### src/design/dnd_pkg.sv
package dnd_pkg;

  localparam int unsigned NUM_W      = 32;
  localparam int unsigned BCD_STEPS  = 8;
  localparam int unsigned BCD_STAGES = NUM_W / BCD_STEPS;

  localparam logic [3:0] CODE_B_BLANK = 4'hF;
  localparam logic [3:0] RAW_BLANK    = 4'h0;

  typedef enum logic [1:0] {
    CFG_DIGIT_COUNT = 2'd0,
    CFG_DECODE_EN   = 2'd1,
    CFG_CHAIN_LEN   = 2'd2
  } cfg_reg_e;

  typedef struct packed {
    logic [31:0] number_value;
    logic [7:0]  point_mask;
    logic        suppress_leading;
    logic [2:0]  target_device;
  } in_t;

  typedef struct packed {
    logic [2:0] device_index;
    logic [3:0] digit_register;
    logic [7:0] segment_data;
    logic       bad_device;
    logic       last_write;
  } out_t;

  typedef struct packed {
    logic [7:0] point_mask;
    logic       suppress_leading;
    logic [2:0] target_device;
  } meta_t;

  typedef struct packed {
    logic [3:0] digit_count;
    logic [7:0] decode_en;
    logic [3:0] chain_length;
  } cfg_t;

endpackage

### src/design/dnd_bcd_stage.sv
module dnd_bcd_stage #(
  parameter int unsigned NumPos = 8,
  parameter int unsigned Steps  = 8
) (
  input  logic                     clk_i,
  input  logic                     rst_ni,
  input  logic                     valid_i,
  output logic                     ready_o,
  input  logic [4*NumPos-1:0]      bcd_i,
  input  logic [dnd_pkg::NUM_W-1:0] bin_i,
  input  dnd_pkg::meta_t           meta_i,
  output logic                     valid_o,
  input  logic                     ready_i,
  output logic [4*NumPos-1:0]      bcd_o,
  output logic [dnd_pkg::NUM_W-1:0] bin_o,
  output dnd_pkg::meta_t           meta_o
);

  localparam int unsigned BcdW = 4 * NumPos;
  localparam int unsigned NumW = dnd_pkg::NUM_W;

  logic                valid_q;
  logic [BcdW-1:0]     bcd_q, bcd_d;
  logic [NumW-1:0]     bin_q, bin_d;
  dnd_pkg::meta_t      meta_q;
  logic                load;

  // shift-add-3 steps; carries out of the top digit drop (mod 10^NumPos)
  always_comb begin
    bcd_d = bcd_i;
    bin_d = bin_i;
    for (int s = 0; s < Steps; s++) begin
      for (int d = 0; d < NumPos; d++) begin
        if (bcd_d[4*d +: 4] >= 4'd5) begin
          bcd_d[4*d +: 4] = bcd_d[4*d +: 4] + 4'd3;
        end
      end
      bcd_d = {bcd_d[BcdW-2:0], bin_d[NumW-1]};
      bin_d = {bin_d[NumW-2:0], 1'b0};
    end
  end

  assign ready_o = !valid_q || ready_i;
  assign load    = valid_i && ready_o;

  always_ff @(posedge clk_i or negedge rst_ni) begin
    if (!rst_ni) begin
      valid_q <= 1'b0;
    end else if (ready_o) begin
      valid_q <= valid_i;
    end
  end

  always_ff @(posedge clk_i) begin
    if (load) begin
      bcd_q  <= bcd_d;
      bin_q  <= bin_d;
      meta_q <= meta_i;
    end
  end

  assign valid_o = valid_q;
  assign bcd_o   = bcd_q;
  assign bin_o   = bin_q;
  assign meta_o  = meta_q;

endmodule

### src/design/dnd_format.sv
module dnd_format #(
  parameter int unsigned NumPos = 8,
  parameter int unsigned MaxDev = 8
) (
  input  logic                clk_i,
  input  logic                rst_ni,
  input  logic                valid_i,
  output logic                ready_o,
  input  logic [4*NumPos-1:0] bcd_i,
  input  dnd_pkg::meta_t      meta_i,
  input  dnd_pkg::cfg_t       cfg_i,
  output logic                valid_o,
  input  logic                ready_i,
  output logic                bad_o,
  output logic [2:0]          dev_o,
  output logic [3:0]          cnt_o,
  output logic [7:0]          seg_o [NumPos]
);

  localparam logic [3:0] MaxPosW = 4'(NumPos);
  localparam logic [4:0] MaxDevW = 5'(MaxDev);

  logic              valid_q;
  logic              bad_q, bad_d;
  logic [2:0]        dev_q;
  logic [3:0]        cnt_q, cnt_d;
  logic [7:0]        seg_q [NumPos];
  logic [7:0]        seg_d [NumPos];
  logic [4:0]        chain_eff;
  logic [NumPos-1:0] live;
  logic [NumPos-1:0] blank;
  logic              load;

  always_comb begin
    if (cfg_i.digit_count == 4'd0) begin
      cnt_d = 4'd1;
    end else if (cfg_i.digit_count > MaxPosW) begin
      cnt_d = MaxPosW;
    end else begin
      cnt_d = cfg_i.digit_count;
    end
    chain_eff = ({1'b0, cfg_i.chain_length} > MaxDevW) ? MaxDevW : {1'b0, cfg_i.chain_length};
    bad_d     = {2'b00, meta_i.target_device} >= chain_eff;
  end

  // live: active, non-zero; suppress_leading blanks p>0 when none live at or above
  always_comb begin
    for (int p = 0; p < NumPos; p++) begin
      live[p] = (4'(p) < cnt_d) && (bcd_i[4*p +: 4] != 4'd0);
    end
    for (int p = 0; p < NumPos; p++) begin
      blank[p] = meta_i.suppress_leading && (p != 0) && ((live >> p) == '0);
    end
    for (int p = 0; p < NumPos; p++) begin
      if (blank[p]) begin
        seg_d[p] = {meta_i.point_mask[p], 3'b000,
                    cfg_i.decode_en[p] ? dnd_pkg::CODE_B_BLANK : dnd_pkg::RAW_BLANK};
      end else begin
        seg_d[p] = {meta_i.point_mask[p], 3'b000, bcd_i[4*p +: 4]};
      end
    end
  end

  assign ready_o = !valid_q || ready_i;
  assign load    = valid_i && ready_o;

  always_ff @(posedge clk_i or negedge rst_ni) begin
    if (!rst_ni) begin
      valid_q <= 1'b0;
    end else if (ready_o) begin
      valid_q <= valid_i;
    end
  end

  always_ff @(posedge clk_i) begin
    if (load) begin
      bad_q <= bad_d;
      dev_q <= meta_i.target_device;
      cnt_q <= cnt_d;
      seg_q <= seg_d;
    end
  end

  assign valid_o = valid_q;
  assign bad_o   = bad_q;
  assign dev_o   = dev_q;
  assign cnt_o   = cnt_q;
  assign seg_o   = seg_q;

endmodule

### src/design/dnd_serial.sv
module dnd_serial #(
  parameter int unsigned NumPos = 8
) (
  input  logic          clk_i,
  input  logic          rst_ni,
  input  logic          valid_i,
  output logic          ready_o,
  input  logic          bad_i,
  input  logic [2:0]    dev_i,
  input  logic [3:0]    cnt_i,
  input  logic [7:0]    seg_i [NumPos],
  output logic          out_valid_o,
  input  logic          out_ready_i,
  output dnd_pkg::out_t out_data_o
);

  localparam int unsigned PosW = (NumPos > 1) ? $clog2(NumPos) : 1;

  logic            hold_q;
  logic [PosW-1:0] pos_q;
  logic            bad_q;
  logic [2:0]      dev_q;
  logic [3:0]      cnt_q;
  logic [7:0]      seg_q [NumPos];
  logic [3:0]      reg_addr;
  logic            last;
  logic            take;
  logic            load;

  assign reg_addr = 4'(pos_q) + 4'd1;
  assign last     = bad_q || (reg_addr == cnt_q);
  assign take     = hold_q && out_ready_i;
  assign ready_o  = !hold_q || (out_ready_i && last);
  assign load     = valid_i && ready_o;

  always_ff @(posedge clk_i or negedge rst_ni) begin
    if (!rst_ni) begin
      hold_q <= 1'b0;
      pos_q  <= '0;
    end else if (load) begin
      hold_q <= 1'b1;
      pos_q  <= '0;
    end else if (take) begin
      if (last) begin
        hold_q <= 1'b0;
      end else begin
        pos_q <= pos_q + PosW'(1);
      end
    end
  end

  always_ff @(posedge clk_i) begin
    if (load) begin
      bad_q <= bad_i;
      dev_q <= dev_i;
      cnt_q <= cnt_i;
      seg_q <= seg_i;
    end
  end

  always_comb begin
    out_data_o.device_index   = dev_q;
    out_data_o.digit_register = bad_q ? 4'd0 : reg_addr;
    out_data_o.segment_data   = bad_q ? 8'd0 : seg_q[pos_q];
    out_data_o.bad_device     = bad_q;
    out_data_o.last_write     = last;
  end

  assign out_valid_o = hold_q;

  a_pos_in_range: assert property (@(posedge clk_i) disable iff (!rst_ni)
    hold_q && !bad_q |-> (4'(pos_q) < cnt_q))
    else $error("digit position past active count");

  a_stall_holds_pos: assert property (@(posedge clk_i) disable iff (!rst_ni)
    hold_q && !out_ready_i |=> hold_q && $stable(pos_q))
    else $error("position moved while output stalled");

  a_load_restarts: assert property (@(posedge clk_i) disable iff (!rst_ni)
    load |=> hold_q && (pos_q == '0))
    else $error("new transaction did not restart at position zero");

  a_cnt_clamped: assert property (@(posedge clk_i) disable iff (!rst_ni)
    valid_i |-> (cnt_i >= 4'd1) && (cnt_i <= 4'(NumPos)))
    else $error("digit count outside clamp range");

endmodule

### src/design/decimal_number_to_digit_writes.sv
// channel   dir  handshake              payload
// in        in   in_valid_i/in_ready_o   in_data_i  (dnd_pkg::in_t)
// out       out  out_valid_o/out_ready_i out_data_o (dnd_pkg::out_t)
// cfg       in   cfg_valid_i/cfg_ready_o cfg_index_i, cfg_data_i
//
// One transaction in and one result out per cycle while nothing stalls; a number makes one
// write per active digit (one for a bad device), so the output port sets the rate.
// The first result is registered through 4 BCD stages, the format stage and the output hold.
// Reset empties the pipeline; count 8, decode mask 0, chain length 1.
// Output stalls propagate back stage by stage; nothing is dropped or repeated.
module decimal_number_to_digit_writes #(
  parameter int unsigned MAX_POSITIONS = 8,
  parameter int unsigned MAX_DEVICES   = 8
) (
  input  logic          clk_i,
  input  logic          rst_ni,
  input  logic          in_valid_i,
  output logic          in_ready_o,
  input  dnd_pkg::in_t  in_data_i,
  output logic          out_valid_o,
  input  logic          out_ready_i,
  output dnd_pkg::out_t out_data_o,
  input  logic          cfg_valid_i,
  output logic          cfg_ready_o,
  input  logic [1:0]    cfg_index_i,
  input  logic [7:0]    cfg_data_i
);

  localparam int unsigned Stages = dnd_pkg::BCD_STAGES;
  localparam int unsigned BcdW   = 4 * MAX_POSITIONS;

  dnd_pkg::cfg_t cfg_q;

  logic                      valid_s [Stages+1];
  logic                      ready_s [Stages+1];
  logic [BcdW-1:0]           bcd_s   [Stages+1];
  logic [dnd_pkg::NUM_W-1:0] bin_s   [Stages+1];
  dnd_pkg::meta_t            meta_s  [Stages+1];

  logic       fmt_valid, fmt_ready, fmt_bad;
  logic [2:0] fmt_dev;
  logic [3:0] fmt_cnt;
  logic [7:0] fmt_seg [MAX_POSITIONS];

  assign cfg_ready_o = 1'b1;

  always_ff @(posedge clk_i or negedge rst_ni) begin
    if (!rst_ni) begin
      cfg_q.digit_count  <= 4'd8;
      cfg_q.decode_en    <= 8'd0;
      cfg_q.chain_length <= 4'd1;
    end else if (cfg_valid_i && cfg_ready_o) begin
      case (dnd_pkg::cfg_reg_e'(cfg_index_i))
        dnd_pkg::CFG_DIGIT_COUNT: cfg_q.digit_count  <= cfg_data_i[3:0];
        dnd_pkg::CFG_DECODE_EN:   cfg_q.decode_en    <= cfg_data_i;
        dnd_pkg::CFG_CHAIN_LEN:   cfg_q.chain_length <= cfg_data_i[3:0];
        default: ;
      endcase
    end
  end

  assign valid_s[0]                  = in_valid_i;
  assign in_ready_o                  = ready_s[0];
  assign bcd_s[0]                    = '0;
  assign bin_s[0]                    = in_data_i.number_value;
  assign meta_s[0].point_mask        = in_data_i.point_mask;
  assign meta_s[0].suppress_leading  = in_data_i.suppress_leading;
  assign meta_s[0].target_device     = in_data_i.target_device;

  for (genvar k = 0; k < Stages; k++) begin : g_bcd
    dnd_bcd_stage #(
      .NumPos (MAX_POSITIONS),
      .Steps  (dnd_pkg::BCD_STEPS)
    ) u_stage (
      .clk_i   (clk_i),
      .rst_ni  (rst_ni),
      .valid_i (valid_s[k]),
      .ready_o (ready_s[k]),
      .bcd_i   (bcd_s[k]),
      .bin_i   (bin_s[k]),
      .meta_i  (meta_s[k]),
      .valid_o (valid_s[k+1]),
      .ready_i (ready_s[k+1]),
      .bcd_o   (bcd_s[k+1]),
      .bin_o   (bin_s[k+1]),
      .meta_o  (meta_s[k+1])
    );
  end

  dnd_format #(
    .NumPos (MAX_POSITIONS),
    .MaxDev (MAX_DEVICES)
  ) u_format (
    .clk_i   (clk_i),
    .rst_ni  (rst_ni),
    .valid_i (valid_s[Stages]),
    .ready_o (ready_s[Stages]),
    .bcd_i   (bcd_s[Stages]),
    .meta_i  (meta_s[Stages]),
    .cfg_i   (cfg_q),
    .valid_o (fmt_valid),
    .ready_i (fmt_ready),
    .bad_o   (fmt_bad),
    .dev_o   (fmt_dev),
    .cnt_o   (fmt_cnt),
    .seg_o   (fmt_seg)
  );

  dnd_serial #(
    .NumPos (MAX_POSITIONS)
  ) u_serial (
    .clk_i       (clk_i),
    .rst_ni      (rst_ni),
    .valid_i     (fmt_valid),
    .ready_o     (fmt_ready),
    .bad_i       (fmt_bad),
    .dev_i       (fmt_dev),
    .cnt_i       (fmt_cnt),
    .seg_i       (fmt_seg),
    .out_valid_o (out_valid_o),
    .out_ready_i (out_ready_i),
    .out_data_o  (out_data_o)
  );

endmodule
### config.mk
export PLATFORM = sky130hd
export DESIGN_NAME = decimal_number_to_digit_writes
export DESIGN_NICKNAME = d
export VERILOG_FILES = /design/src/design/dnd_pkg.sv /design/src/design/dnd_bcd_stage.sv /design/src/design/dnd_format.sv /design/src/design/dnd_serial.sv /design/src/design/decimal_number_to_digit_writes.sv
export SDC_FILE = /design/constraint.sdc
export NUM_CORES = 1
export LEC_CHECK = 0
export ABC_AREA = 1
export BUFFER_PORTS_ARGS = -buffer_cell sky130_fd_sc_hd__buf_4
export CAP_MARGIN = 10
export CELL_PAD_IN_SITES_DETAIL_PLACEMENT = 0
export CELL_PAD_IN_SITES_GLOBAL_PLACEMENT = 1
export CORE_MARGIN = 2
export CORE_UTILIZATION = 48
export DETAILED_ROUTE_END_ITERATION = 8
export PLACE_DENSITY_LB_ADDON = 0.25
export SYNTH_ARGS = -nofsm -noshare
export SYNTH_HDL_FRONTEND = slang
export SYNTH_SLANG_ARGS = --single-unit
### constraint.sdc
create_clock -name clk_i -period 6.75 [get_ports clk_i]
set_input_delay 0.3375 -clock clk_i [delete_from_list [all_inputs] [get_ports clk_i]]
set_output_delay 0.3375 -clock clk_i [all_outputs]
set_load 0.005 [all_outputs]
**Word-level counts from Yosys, hierarchy flattened**

Index checks and enable logic that the tools add are counted.
W data, S select, Z words.

- Input port bits: 59
- Register bits after elaboration: 383
- Output and inout bits: 20
- Logic and storage cells: 816

- Add/subtract/negate cells: 222
- $lt $le $gt $ge: 231
- Reductions and logical operators: 58
- Mux-type cells: 248
- Bitwise operators: 1
- Equality and inequality tests: 4

Operators by type and width:

| operator | count |
|---|---|
| $mux W4 | 213 |
| $ge A4 B3 Y1 const B | 212 |
| $add A4 B2 Y4 const B | 189 |
| $mux W3 | 27 |
| $add A3 B2 Y3 const B | 23 |
| $logic_not A8 Y1 | 7 |
| $reduce_bool A4 Y1 | 7 |
| $bmux W8 S3 | 1 |
| $mux W8 | 3 |
| $logic_and A1 B1 Y1 | 22 |
| $add A1 B2 Y3 const B | 7 |
| $ge A1 B3 Y1 const B | 7 |
| $lt A3 B4 Y1 const A | 4 |
| $reduce_and A2 Y1 | 5 |
| $gt A4 B4 Y1 const B | 2 |
| $lt A2 B4 Y1 const A | 2 |
| $logic_or A1 B1 Y1 | 7 |
| $logic_not A1 Y1 | 6 |
| $ge A3 B5 Y1 | 1 |
| $add A3 B1 Y4 const B | 1 |
| $eq A4 B4 Y1 | 1 |
| $ge A4 B4 Y1 const B | 1 |
| $logic_not A4 Y1 | 1 |
| $lt A1 B4 Y1 const A | 1 |
| other kinds (10) | 14 |

**Depth between registers and ports, before layout**

Gate-level depths: netlist of the first run.

- Word-level depth: 16
- Depth in mapped cells: 62
- Mapped depth without buffers: 62

**By module**

Synthesis of the first run repeated with hierarchy kept, for this count alone.

- Cells, all modules: 5728
- Area, all modules: 40430.0 µm²

By module, submodules not included:

| module | area each (µm²) | cells an instance | times used | sequential area each (µm²) |
|---|---|---|---|---|
| dnd_bcd_stage | 8573.2 | 1294 | 4 | 2067.0 |
| dnd_serial | 3091.7 | 258 | 1 | 2262.2 |
| dnd_format | 2359.8 | 218 | 1 | 1466.4 |
| decimal_number_to_digit_writes | 685.7 | 76 | 1 | 402.9 |

**Least setup slack after synthesis of the first run**

OpenSTA, ideal clock, no wires.

- Path type: flip-flop to flip-flop
- From: register g_bcd[2].u_stage.bcd_q[24]
- To: register g_bcd[3].u_stage.bcd_q[29] (data pin)
- Clock period less this slack: 5414 ps
- Setup slack: 1336 ps
- Setup time: 252 ps
- Path buffers: 0
- Stages on the path, launching flop included: 63
- Data required time: 6498 ps
- Arrival: 5162 ps
- Path through: edfxtp_1 inv_1 ha_1 inv_1 nand2_1 nand3_2 nand3_1 inv_1 ha_1 inv_1 nand3_1 nand2_1 nand2_1 nand2_1 nand2_1 inv_1 ha_1 inv_1 (+27 left out) nand2_1 nand2_1 inv_1 ha_1 inv_1 nand4_1 nand2_1 nand2_1 nand2_1 nand2_1 inv_1 ha_1 inv_1 nand2_1 nand3_1 nand2_1 nand2_1 nand2_1

- Cells in the longest elaborated chain, start to end: 16
- Elaborated cells between the ends (all ways): 42
- Classes of those cells: 14 x add/sub; 14 x order compare; 14 x mux

Ends and longest elaborated chain:

| item | line | RTL |
|---|---|---|
| start: declaration | dnd_bcd_stage.sv:23 | `logic [BcdW-1:0] bcd_q, bcd_d;` |
| start signal: assignment | dnd_bcd_stage.sv:56 | `bcd_q <= bcd_d;` |
| $add A4 B2 Y4 or $ge A4 B3 Y1 (tied branches) | dnd_bcd_stage.sv:35, dnd_bcd_stage.sv:34 |  |
| $mux W4 (*) | dnd_bcd_stage.sv:34 | `if (bcd_d[4*d +: 4] >= 4'd5) begin` |
| $add A4 B2 Y4, or another cell as far along | dnd_bcd_stage.sv:35 | `bcd_d[4*d +: 4] = bcd_d[4*d +: 4] + 4'd3;` |
| $mux W4 or $mux W3 (tied branches) | dnd_bcd_stage.sv:34 |  |
| $add A4 B2 Y4, or another cell as far along | dnd_bcd_stage.sv:35 |  |
| $mux W4 or $mux W3 (tied branches) | dnd_bcd_stage.sv:34 |  |
| $ge A4 B3 Y1, or another cell as far along | dnd_bcd_stage.sv:34 |  |
| $mux W4 or $mux W3 (tied branches) | dnd_bcd_stage.sv:34 |  |
| $add A4 B2 Y4, or another cell as far along | dnd_bcd_stage.sv:35 |  |
| $mux W4 or $mux W3 (tied branches) | dnd_bcd_stage.sv:34 |  |
| $add A4 B2 Y4, or another cell as far along | dnd_bcd_stage.sv:35 |  |
| $mux W4 or $mux W3 (tied branches) | dnd_bcd_stage.sv:34 |  |
| $add A4 B2 Y4, or another cell as far along | dnd_bcd_stage.sv:35 |  |
| $mux W4 or $mux W3 (tied branches) | dnd_bcd_stage.sv:34 |  |
| $ge A4 B3 Y1 or $add A3 B2 Y3 (tied branches) | dnd_bcd_stage.sv:34, dnd_bcd_stage.sv:35 |  |
| $mux W3 (*) | dnd_bcd_stage.sv:34 |  |
| net g_bcd[3].u_stage.bcd_d[29] | dnd_bcd_stage.sv:23 |  |
| end signal: assignment | dnd_bcd_stage.sv:56 |  |
| end: declaration | dnd_bcd_stage.sv:23 |  |

The timed path passes the listed nets; every way through them passes the cells marked *.
A chain may end at the register's enable or synchronous reset.

**Worst setup path in the final report of the first run**

- From: register g_bcd[2].u_stage.bcd_q[24]
- To: register g_bcd[3].u_stage.bcd_q[30] (data pin)

The elaborated chain is that of the path after synthesis.

==> results of run 1 <==
[cells in the mapped netlist, types with 5 or more instances]
cell	instances	area [µm²]
nand4_1	103	644.4
a31o_2	5	43.79
o21ai_1	35	175.2
inv_1	543	2038
nand3_2	100	1001
xor2_2	10	162.7
a21oi_1	27	135.1
o21ai_4	6	97.59
o21ai_0	107	535.5
nor3_1	7	35.03
inv_2	43	161.4
nand3_1	322	1612
ha_1	135	1689
a21o_1	34	255.2
and2_1	23	143.9
nand2_4	34	382.9
nand2_2	197	1232
o21ai_2	43	376.6
nand2_1	1053	3953
nand3_4	10	175.2
nor2_1	86	322.8
xor2_1	40	350.3
a31oi_1	7	43.79
o21bai_1	5	37.54
xnor2_1	5	43.79
edfxtp_1	286	8588
clkbuf_1	8	30.03
and2_4	11	96.34
o22ai_1	12	75.07
nand3b_1	10	75.07
buf_4	6	45.04
dfrtp_1	22	550.5
xnor2_2	9	146.4
[cells by family (layout without fill, tap and decap cells)]
| family | after synthesis | count (layout) | share of synthesized area (%) |
|---|---|---|---|
| xor gates and xnor gates | 67 | 67 | 3.058 |
| other | 2 | 4 | 0.02923 |
| and+or+nand+nor | 1963 | 1963 | 37.82 |
| muxes | 7 | 7 | 0.2922 |
| adders and majority gates | 135 | 135 | 6.574 |
| DFF | 310 | 310 | 35.77 |
| buffers and inverters | 604 | 782 | 8.912 |
| AOI/OAI and AO/OA | 301 | 301 | 7.539 |
[cell usage in the layout (no fill, tap or decap), drive strengths merged, types with 6 or more instances in the layout]
| cell type | Yosys | routed |
|---|---|---|
| a21o | 34 | 34 |
| a21oi | 31 | 31 |
| a31o | 6 | 6 |
| a31oi | 7 | 7 |
| and2 | 34 | 34 |
| buf | 6 | 89 |
| clkbuf | 8 | 49 |
| clkinv | 4 | 13 |
| dfrtp | 22 | 22 |
| dlygate4sd3 | 0 | 40 |
| edfxtp | 286 | 286 |
| ha | 135 | 135 |
| inv | 586 | 589 |
| nand2 | 1284 | 1284 |
| nand3 | 432 | 432 |
| nand3b | 10 | 10 |
| nand4 | 103 | 103 |
| nor2 | 87 | 87 |
| nor3 | 7 | 7 |
| o21ai | 191 | 191 |
| o22ai | 12 | 12 |
| xnor2 | 14 | 14 |
| xor2 | 53 | 53 |
[repair_timing]
action	in CTS	in global routing
setup buffers	0	7
setup endpoints to repair	0	3
hold endpoints to repair	63	0
gates resized for setup	0	13
hold buffers	40	0
[per-layer routing]
layer | share of wire (%) | GRT usage (%)
met1 | 47 | 21.96
met4 | 2.1 | 4.922
met3 | 2.8 | 2.369
met2 | 48 | 32.37
met5 | 0 | 0
[path summary, 6_finish.rpt]
path,to,start,slack (ns)
setup / recovery,g_bcd[3].u_stage.bcd_o[30],g_bcd[2].u_stage.bcd_o[24],0.75
hold reg to reg,g_bcd[3].u_stage.meta_o[7],g_bcd[2].u_stage.meta_o[7],0.42
hold / removal,cfg_q[11],cfg_data_i[7],0.04
max in group asynchronous,cfg_q[15],rst_ni,6.19
min in group asynchronous,cfg_q[10],rst_ni,0.24
setup reg to reg,g_bcd[3].u_stage.bcd_o[30],g_bcd[2].u_stage.bcd_o[24],0.75
[cell type report]
cell class	instances	area share, %
Tap cell	688	3.001
Clock inverter	14	0.3577
Multi-Input combinational cell	2477	49.80
Sequential cell	310	32.05
Timing Repair Buffer	129	3.769
Inverter	590	7.721
Clock buffer	49	3.307
[registers in the layout, summed over array words and instances, names as in the netlist]
name	count
u_serial.out_valid_o	1
u_format.cnt_o	4
u_format.dev_o	3
u_serial.cnt_q	4
u_serial.bad_q	1
u_serial.seg_q	40
u_serial.dev_q	3
cfg_q	15
u_serial.pos_q	3
u_format.seg_o	40
g_bcd.u_stage.meta_o	48
u_format.valid_o	1
g_bcd.u_stage.valid_o	4
g_bcd.u_stage.bin_o	48
g_bcd.u_stage.bcd_o	94
u_format.bad_o	1
[stage by stage]
step	hold slack (ns)	setup slack [ns]	util, %
after floorplan	0.04191	1.336	-
after global placement	0.2740	0.9377	51.40
after detailed placement	0.2781	0.6596	51.40
after CTS	0.007784	0.5993	54.15
after global routing	0.02076	-0.01006	54.36
final	0.04148	0.7511	54.36
==> out/metrics.yaml, run 1 <==
global_route:
  grt_overflow: 0
  grt_pass1_wl_um: 86240
  grt_max_degree: 49
  grt_pass1_vias: 20370
  grt_antenna_before_repair: 0
  grt_usage_pct: 17.76
floorplanning:
  start_util_pct: 48.70
  dieArea_mm2: 0.05539
  pin_count: 79
  num_rows: 84
  die_w_um: 235.4
  die_h_um: 235.4
  core_mm2: 0.05276
setup_path:
  reg2reg_depth: 60
  worstSetupPathDepth: 60
  critPathMaxFanout: 3
  critical_path_class: "reg2reg"
  end_kind: "register"
  cpLargestDelayFamily: "simple AND/OR/NAND/NOR gates"
  slowest_delay_ns: 0.42
  cp.arrival_ns: 6.31
  cp_num_buf_inv: 15
  crit_slowest_cell: "edfxtp_1"
  cp.required_ns: 7.06
  cp_common_cell: "nand2_1"
  critPathLaunchType: "register"
cts:
  clockBufferDepth: 3
  insertion_delay_ns: 0.57
  cts.clk_slew.worst_paths_ns: 0.06
  cts_made_buffers: 35
  cts.sinks: 310
  cts-root-buf: "clkbuf_16"
  cts_tree: "yes"
  h-tree-depth: 2
yosys:
  ys_seq_elements: 310
  synthCells: 3389
  synth_top_flop_cell: "edfxtp_1"
  synth_area_per_cell_um2: 7.581
  yosysWarningCount: 0
  synth_edf_count: 286
  synth.cell_area_mm2: 0.02569
  postSynth.asyncResetShare_pct: 7.742
  synth.distinct_cells: 52
  yosysSeqAreaShare_pct: 35.77
drt:
  vias: 21250
  drtIter0Drc: 809
  drt-total-wl_um: 48250
  ant_nets: 0
  first_pass_iters: 5
  routed_via_density: 4.992
  drc_errors: 0
  wire_per_inst_um: 11.33
layout:
  nFillCells: 4796
  multi_input_area_mm2: 0.01428
  stdcell_count: 4257
  seq_area_mm2: 0.009191
  area_growth_pct: 11.63
  stdcell_area_mm2: 0.02868
  diodes: 0
  fin_nets: 3737
  layout-drive-gt1-share_pct: 17.79
sta:
  timing.final.max_slew_violations: 0
  period_needed_ns: 5.999
  timing.fmax_mhz: 166.7
  final_min_period_over_clock_period_pct: 88.87
  max_slew.worst_pin.slew_ns: 0.8296
  final_hold_viol_count: 0
  slew_headroom_pct: 44.63
  fin_tns_setup_ns: 0
  setup_violations: 0
  finalClockSkew_ns: 0.02289
place:
  placed_cell_area_mm2: 0.02712
  place.gp.congestion: 0.8004
  place_hpwl_um: 37780
  dp.cells: 4146
  io_buffers: 74
outcome:
  outcome: "completed"
worst_hold_path:
  min_path_cells: 2
  holdCritPathClass: "in2reg"
job:
  max_cap_violations: 0
Power of run 1 is not shown: default switching activity piles up to over one toggle a cycle in this logic, so the estimate is an artifact.
==> run 2, diff against run 1 <==
--- a/config.mk
+++ b/config.mk
@@ -6,7 +6,7 @@
 export NUM_CORES = 1
 export LEC_CHECK = 0
 export ABC_AREA = 1
-export BUFFER_PORTS_ARGS = -buffer_cell sky130_fd_sc_hd__buf_4
+export BUFFER_PORTS_ARGS = -buffer_cell sky130_fd_sc_hd__buf_2
 export CAP_MARGIN = 10
 export CELL_PAD_IN_SITES_DETAIL_PLACEMENT = 0
 export CELL_PAD_IN_SITES_GLOBAL_PLACEMENT = 1
==> run 2 against run 1 <==
Compared with the run above: critical path depth rose by 2; sequential share of layout area rose by 0.12 points; design area shrank 0.36%; via count is 0.19% lower; sequential cell count unchanged; first-iteration DRC count down 4.9%; cell count shrank 0.14%; count of clock-buffer cells in the layout increased by 3; non-clock buffer count down 9; critical path type unchanged.
==> out/metrics.yaml, run 2 (synthesized netlist as in run 1, its figures left out) <==
cts:
  cts_tree: "yes"
  cts_made_buffers: 37  # +5.7%
  h-tree-depth: 2  # unchanged
  insertion_delay_ns: 0.58  # about the same
  cts.sinks: 310  # unchanged
  cts.clk_slew.worst_paths_ns: 0.06  # about the same
  cts-root-buf: "clkbuf_16"
  clockBufferDepth: 3  # unchanged
drt:
  drt-total-wl_um: 47340  # -1.9%
  drtIter0Drc: 769  # -4.9%
  wire_per_inst_um: 11.14  # -1.7%
  ant_nets: 0  # unchanged
  first_pass_iters: 5  # unchanged
  drc_errors: 0  # unchanged
  routed_via_density: 4.989  # about the same
  vias: 21210  # -0.19%
floorplanning:
  die_h_um: 235.4  # unchanged
  die_w_um: 235.4  # unchanged
  start_util_pct: 48.70  # unchanged
  core_mm2: 0.05276  # unchanged
  num_rows: 84  # unchanged
  dieArea_mm2: 0.05539  # unchanged
  pin_count: 79  # unchanged
global_route:
  grt_pass1_vias: 20120  # -1.2%
  grt_max_degree: 50  # +2.0%
  grt_overflow: 0  # unchanged
  grt_usage_pct: 17.31  # -0.45 points
  grt_pass1_wl_um: 84010  # -2.6%
  grt_antenna_before_repair: 0  # unchanged
sta:
  setup_violations: 0  # unchanged
  final_hold_viol_count: 0  # unchanged
  timing.fmax_mhz: 167.4  # +0.44%
  period_needed_ns: 5.973  # -0.02611 ns
  finalClockSkew_ns: 0.02937  # +0.006484 ns
  final_min_period_over_clock_period_pct: 88.49  # -0.39 points
  slew_headroom_pct: 45.79  # +1.2 points
  rsz0062_at_grt: "false"
  fin_tns_setup_ns: 0  # unchanged
  hold_slack_ns: 0.03354  # -0.007942 ns
  timing.final.max_slew_violations: 0  # unchanged
  max_slew.worst_pin.slew_ns: 0.8123  # -0.01727 ns
layout:
  largest_reg_flops: 94  # unchanged
  area_growth_pct: 11.24
  final_common_cell: "nand2_1"
  final_cell_mix: "nand2_1 (1,049), inv_1 (541), nand3_1 (321)"
  layout-drive-gt1-share_pct: 17.74  # -0.054 points
  stdcell_area_mm2: 0.02858  # -0.36%
  diodes: 0  # unchanged
  nFillCells: 4860  # +1.3%
  fin_nets: 3730  # -0.19%
  fin_util_pct: 54.17  # -0.19 points
setup_path:
  reg2reg_depth: 62  # +3.3%
  r2r_setup_slack_ns: 0.78  # +0.03 ns
  critPathMaxFanout: 5  # +2
  worst_r2r_endpoint: "g_bcd[3].u_stage.bcd_o[30]"
  r2r_start: "g_bcd[2].u_stage.bcd_o[24]"
  slowest_delay_ns: 0.41  # about the same
  crit_slowest_cell: "edfxtp_1"
  cp.arrival_ns: 6.29  # -0.02 ns
  cp_common_cell: "nand2_1"
  end_kind: "register"
  critPathLaunchType: "register"
  critical_path_class: "reg2reg"
  cp.required_ns: 7.06  # about the same
place:
  place_hpwl_um: 37420  # -0.94%
  place.gp.congestion: 0.8050  # +0.57%
  io_buffers: 74  # unchanged
  placed_cell_area_mm2: 0.02693  # -0.71%
outcome:
  outcome: "completed"
worst_hold_path:
  min_path_cells: 3  # +1
  holdCritPathClass: "in2reg"
  hold_end: "cfg_q[0]"
  worstHoldStart: "cfg_data_i[0]"
job:
  max_cap_violations: 0  # unchanged
run 2: area by class of cell:
cell class	instances	area [µm²]	area share [%]
Clock buffer	52	1032	3.612
Clock inverter	14	186.4	0.6523
Inverter	590	2215	7.749
Multi-Input combinational cell	2477	14280	49.97
Sequential cell	310	9191	32.16
Tap cell	688	860.8	3.012
Timing Repair Buffer	120	813.3	2.846
run 2: repair_timing:
| item | 4_1_cts | 5_1_grt |
|---|---|---|
| hold buffers | 39 | 0 |
| setup endpoints to repair | 0 | 3 |
| gates resized for setup | 0 | 10 |
| setup buffers | 0 | 1 |
| hold endpoints to repair | 60 | 0 |
run 2: how the worst max path moves through the flow:
stage | depth (start not counted) | end | slack (ns) | startpoint
after floorplan | 62 | g_bcd[3].u_stage.bcd_o[29] | 1.34 | g_bcd[2].u_stage.bcd_o[24]
after global placement | 62 | g_bcd[3].u_stage.bcd_o[30] | 0.94 | g_bcd[2].u_stage.bcd_o[24]
after detailed placement | 62 | g_bcd[3].u_stage.bcd_o[30] | 0.59 | g_bcd[2].u_stage.bcd_o[24]
after CTS | 62 | g_bcd[3].u_stage.bcd_o[30] | 0.58 | g_bcd[2].u_stage.bcd_o[24]
after global routing | 60 | g_bcd[3].u_stage.bcd_o[29] | 0.002 | g_bcd[2].u_stage.bcd_o[24]
final | 62 | g_bcd[3].u_stage.bcd_o[30] | 0.78 | g_bcd[2].u_stage.bcd_o[24]
run 2: through the flow:
| stage | std cells | setup slack, ns |
|---|---|---|
| after global routing | 4251 | 0.001581 |
| after global placement | 4145 | 0.9429 |
| after CTS | 4250 | 0.5778 |
| after detailed placement | 4145 | 0.5894 |
| after floorplan | 3391 | 1.336 |
| final | 4251 | 0.7772 |
run 2: layer usage:
| metal | vias to the layer above | wire length [µm] | part of all wire, % | track usage [%] |
|---|---|---|---|---|
| met5 | - | 0 | 0 | 0 |
| met4 | 0 | 777 | 1.6 | 4.323 |
| met3 | 50 | 1468 | 3.1 | 2.427 |
| met2 | 196 | 23020 | 49 | 31.97 |
| met1 | 9563 | 22080 | 47 | 21.16 |
| li1 | 11400 | - | - | - |
run 2: critical path, delay by kind of cell (launching register included):
family	cells	cell delay, ns
buffers and inverters	16	0.92
AND/OR/NAND/NOR	38	3.06
flip-flops	1	0.41
adder cells (fa/ha/maj)	8	1.29
Power of run 2 is left out for the same reason.
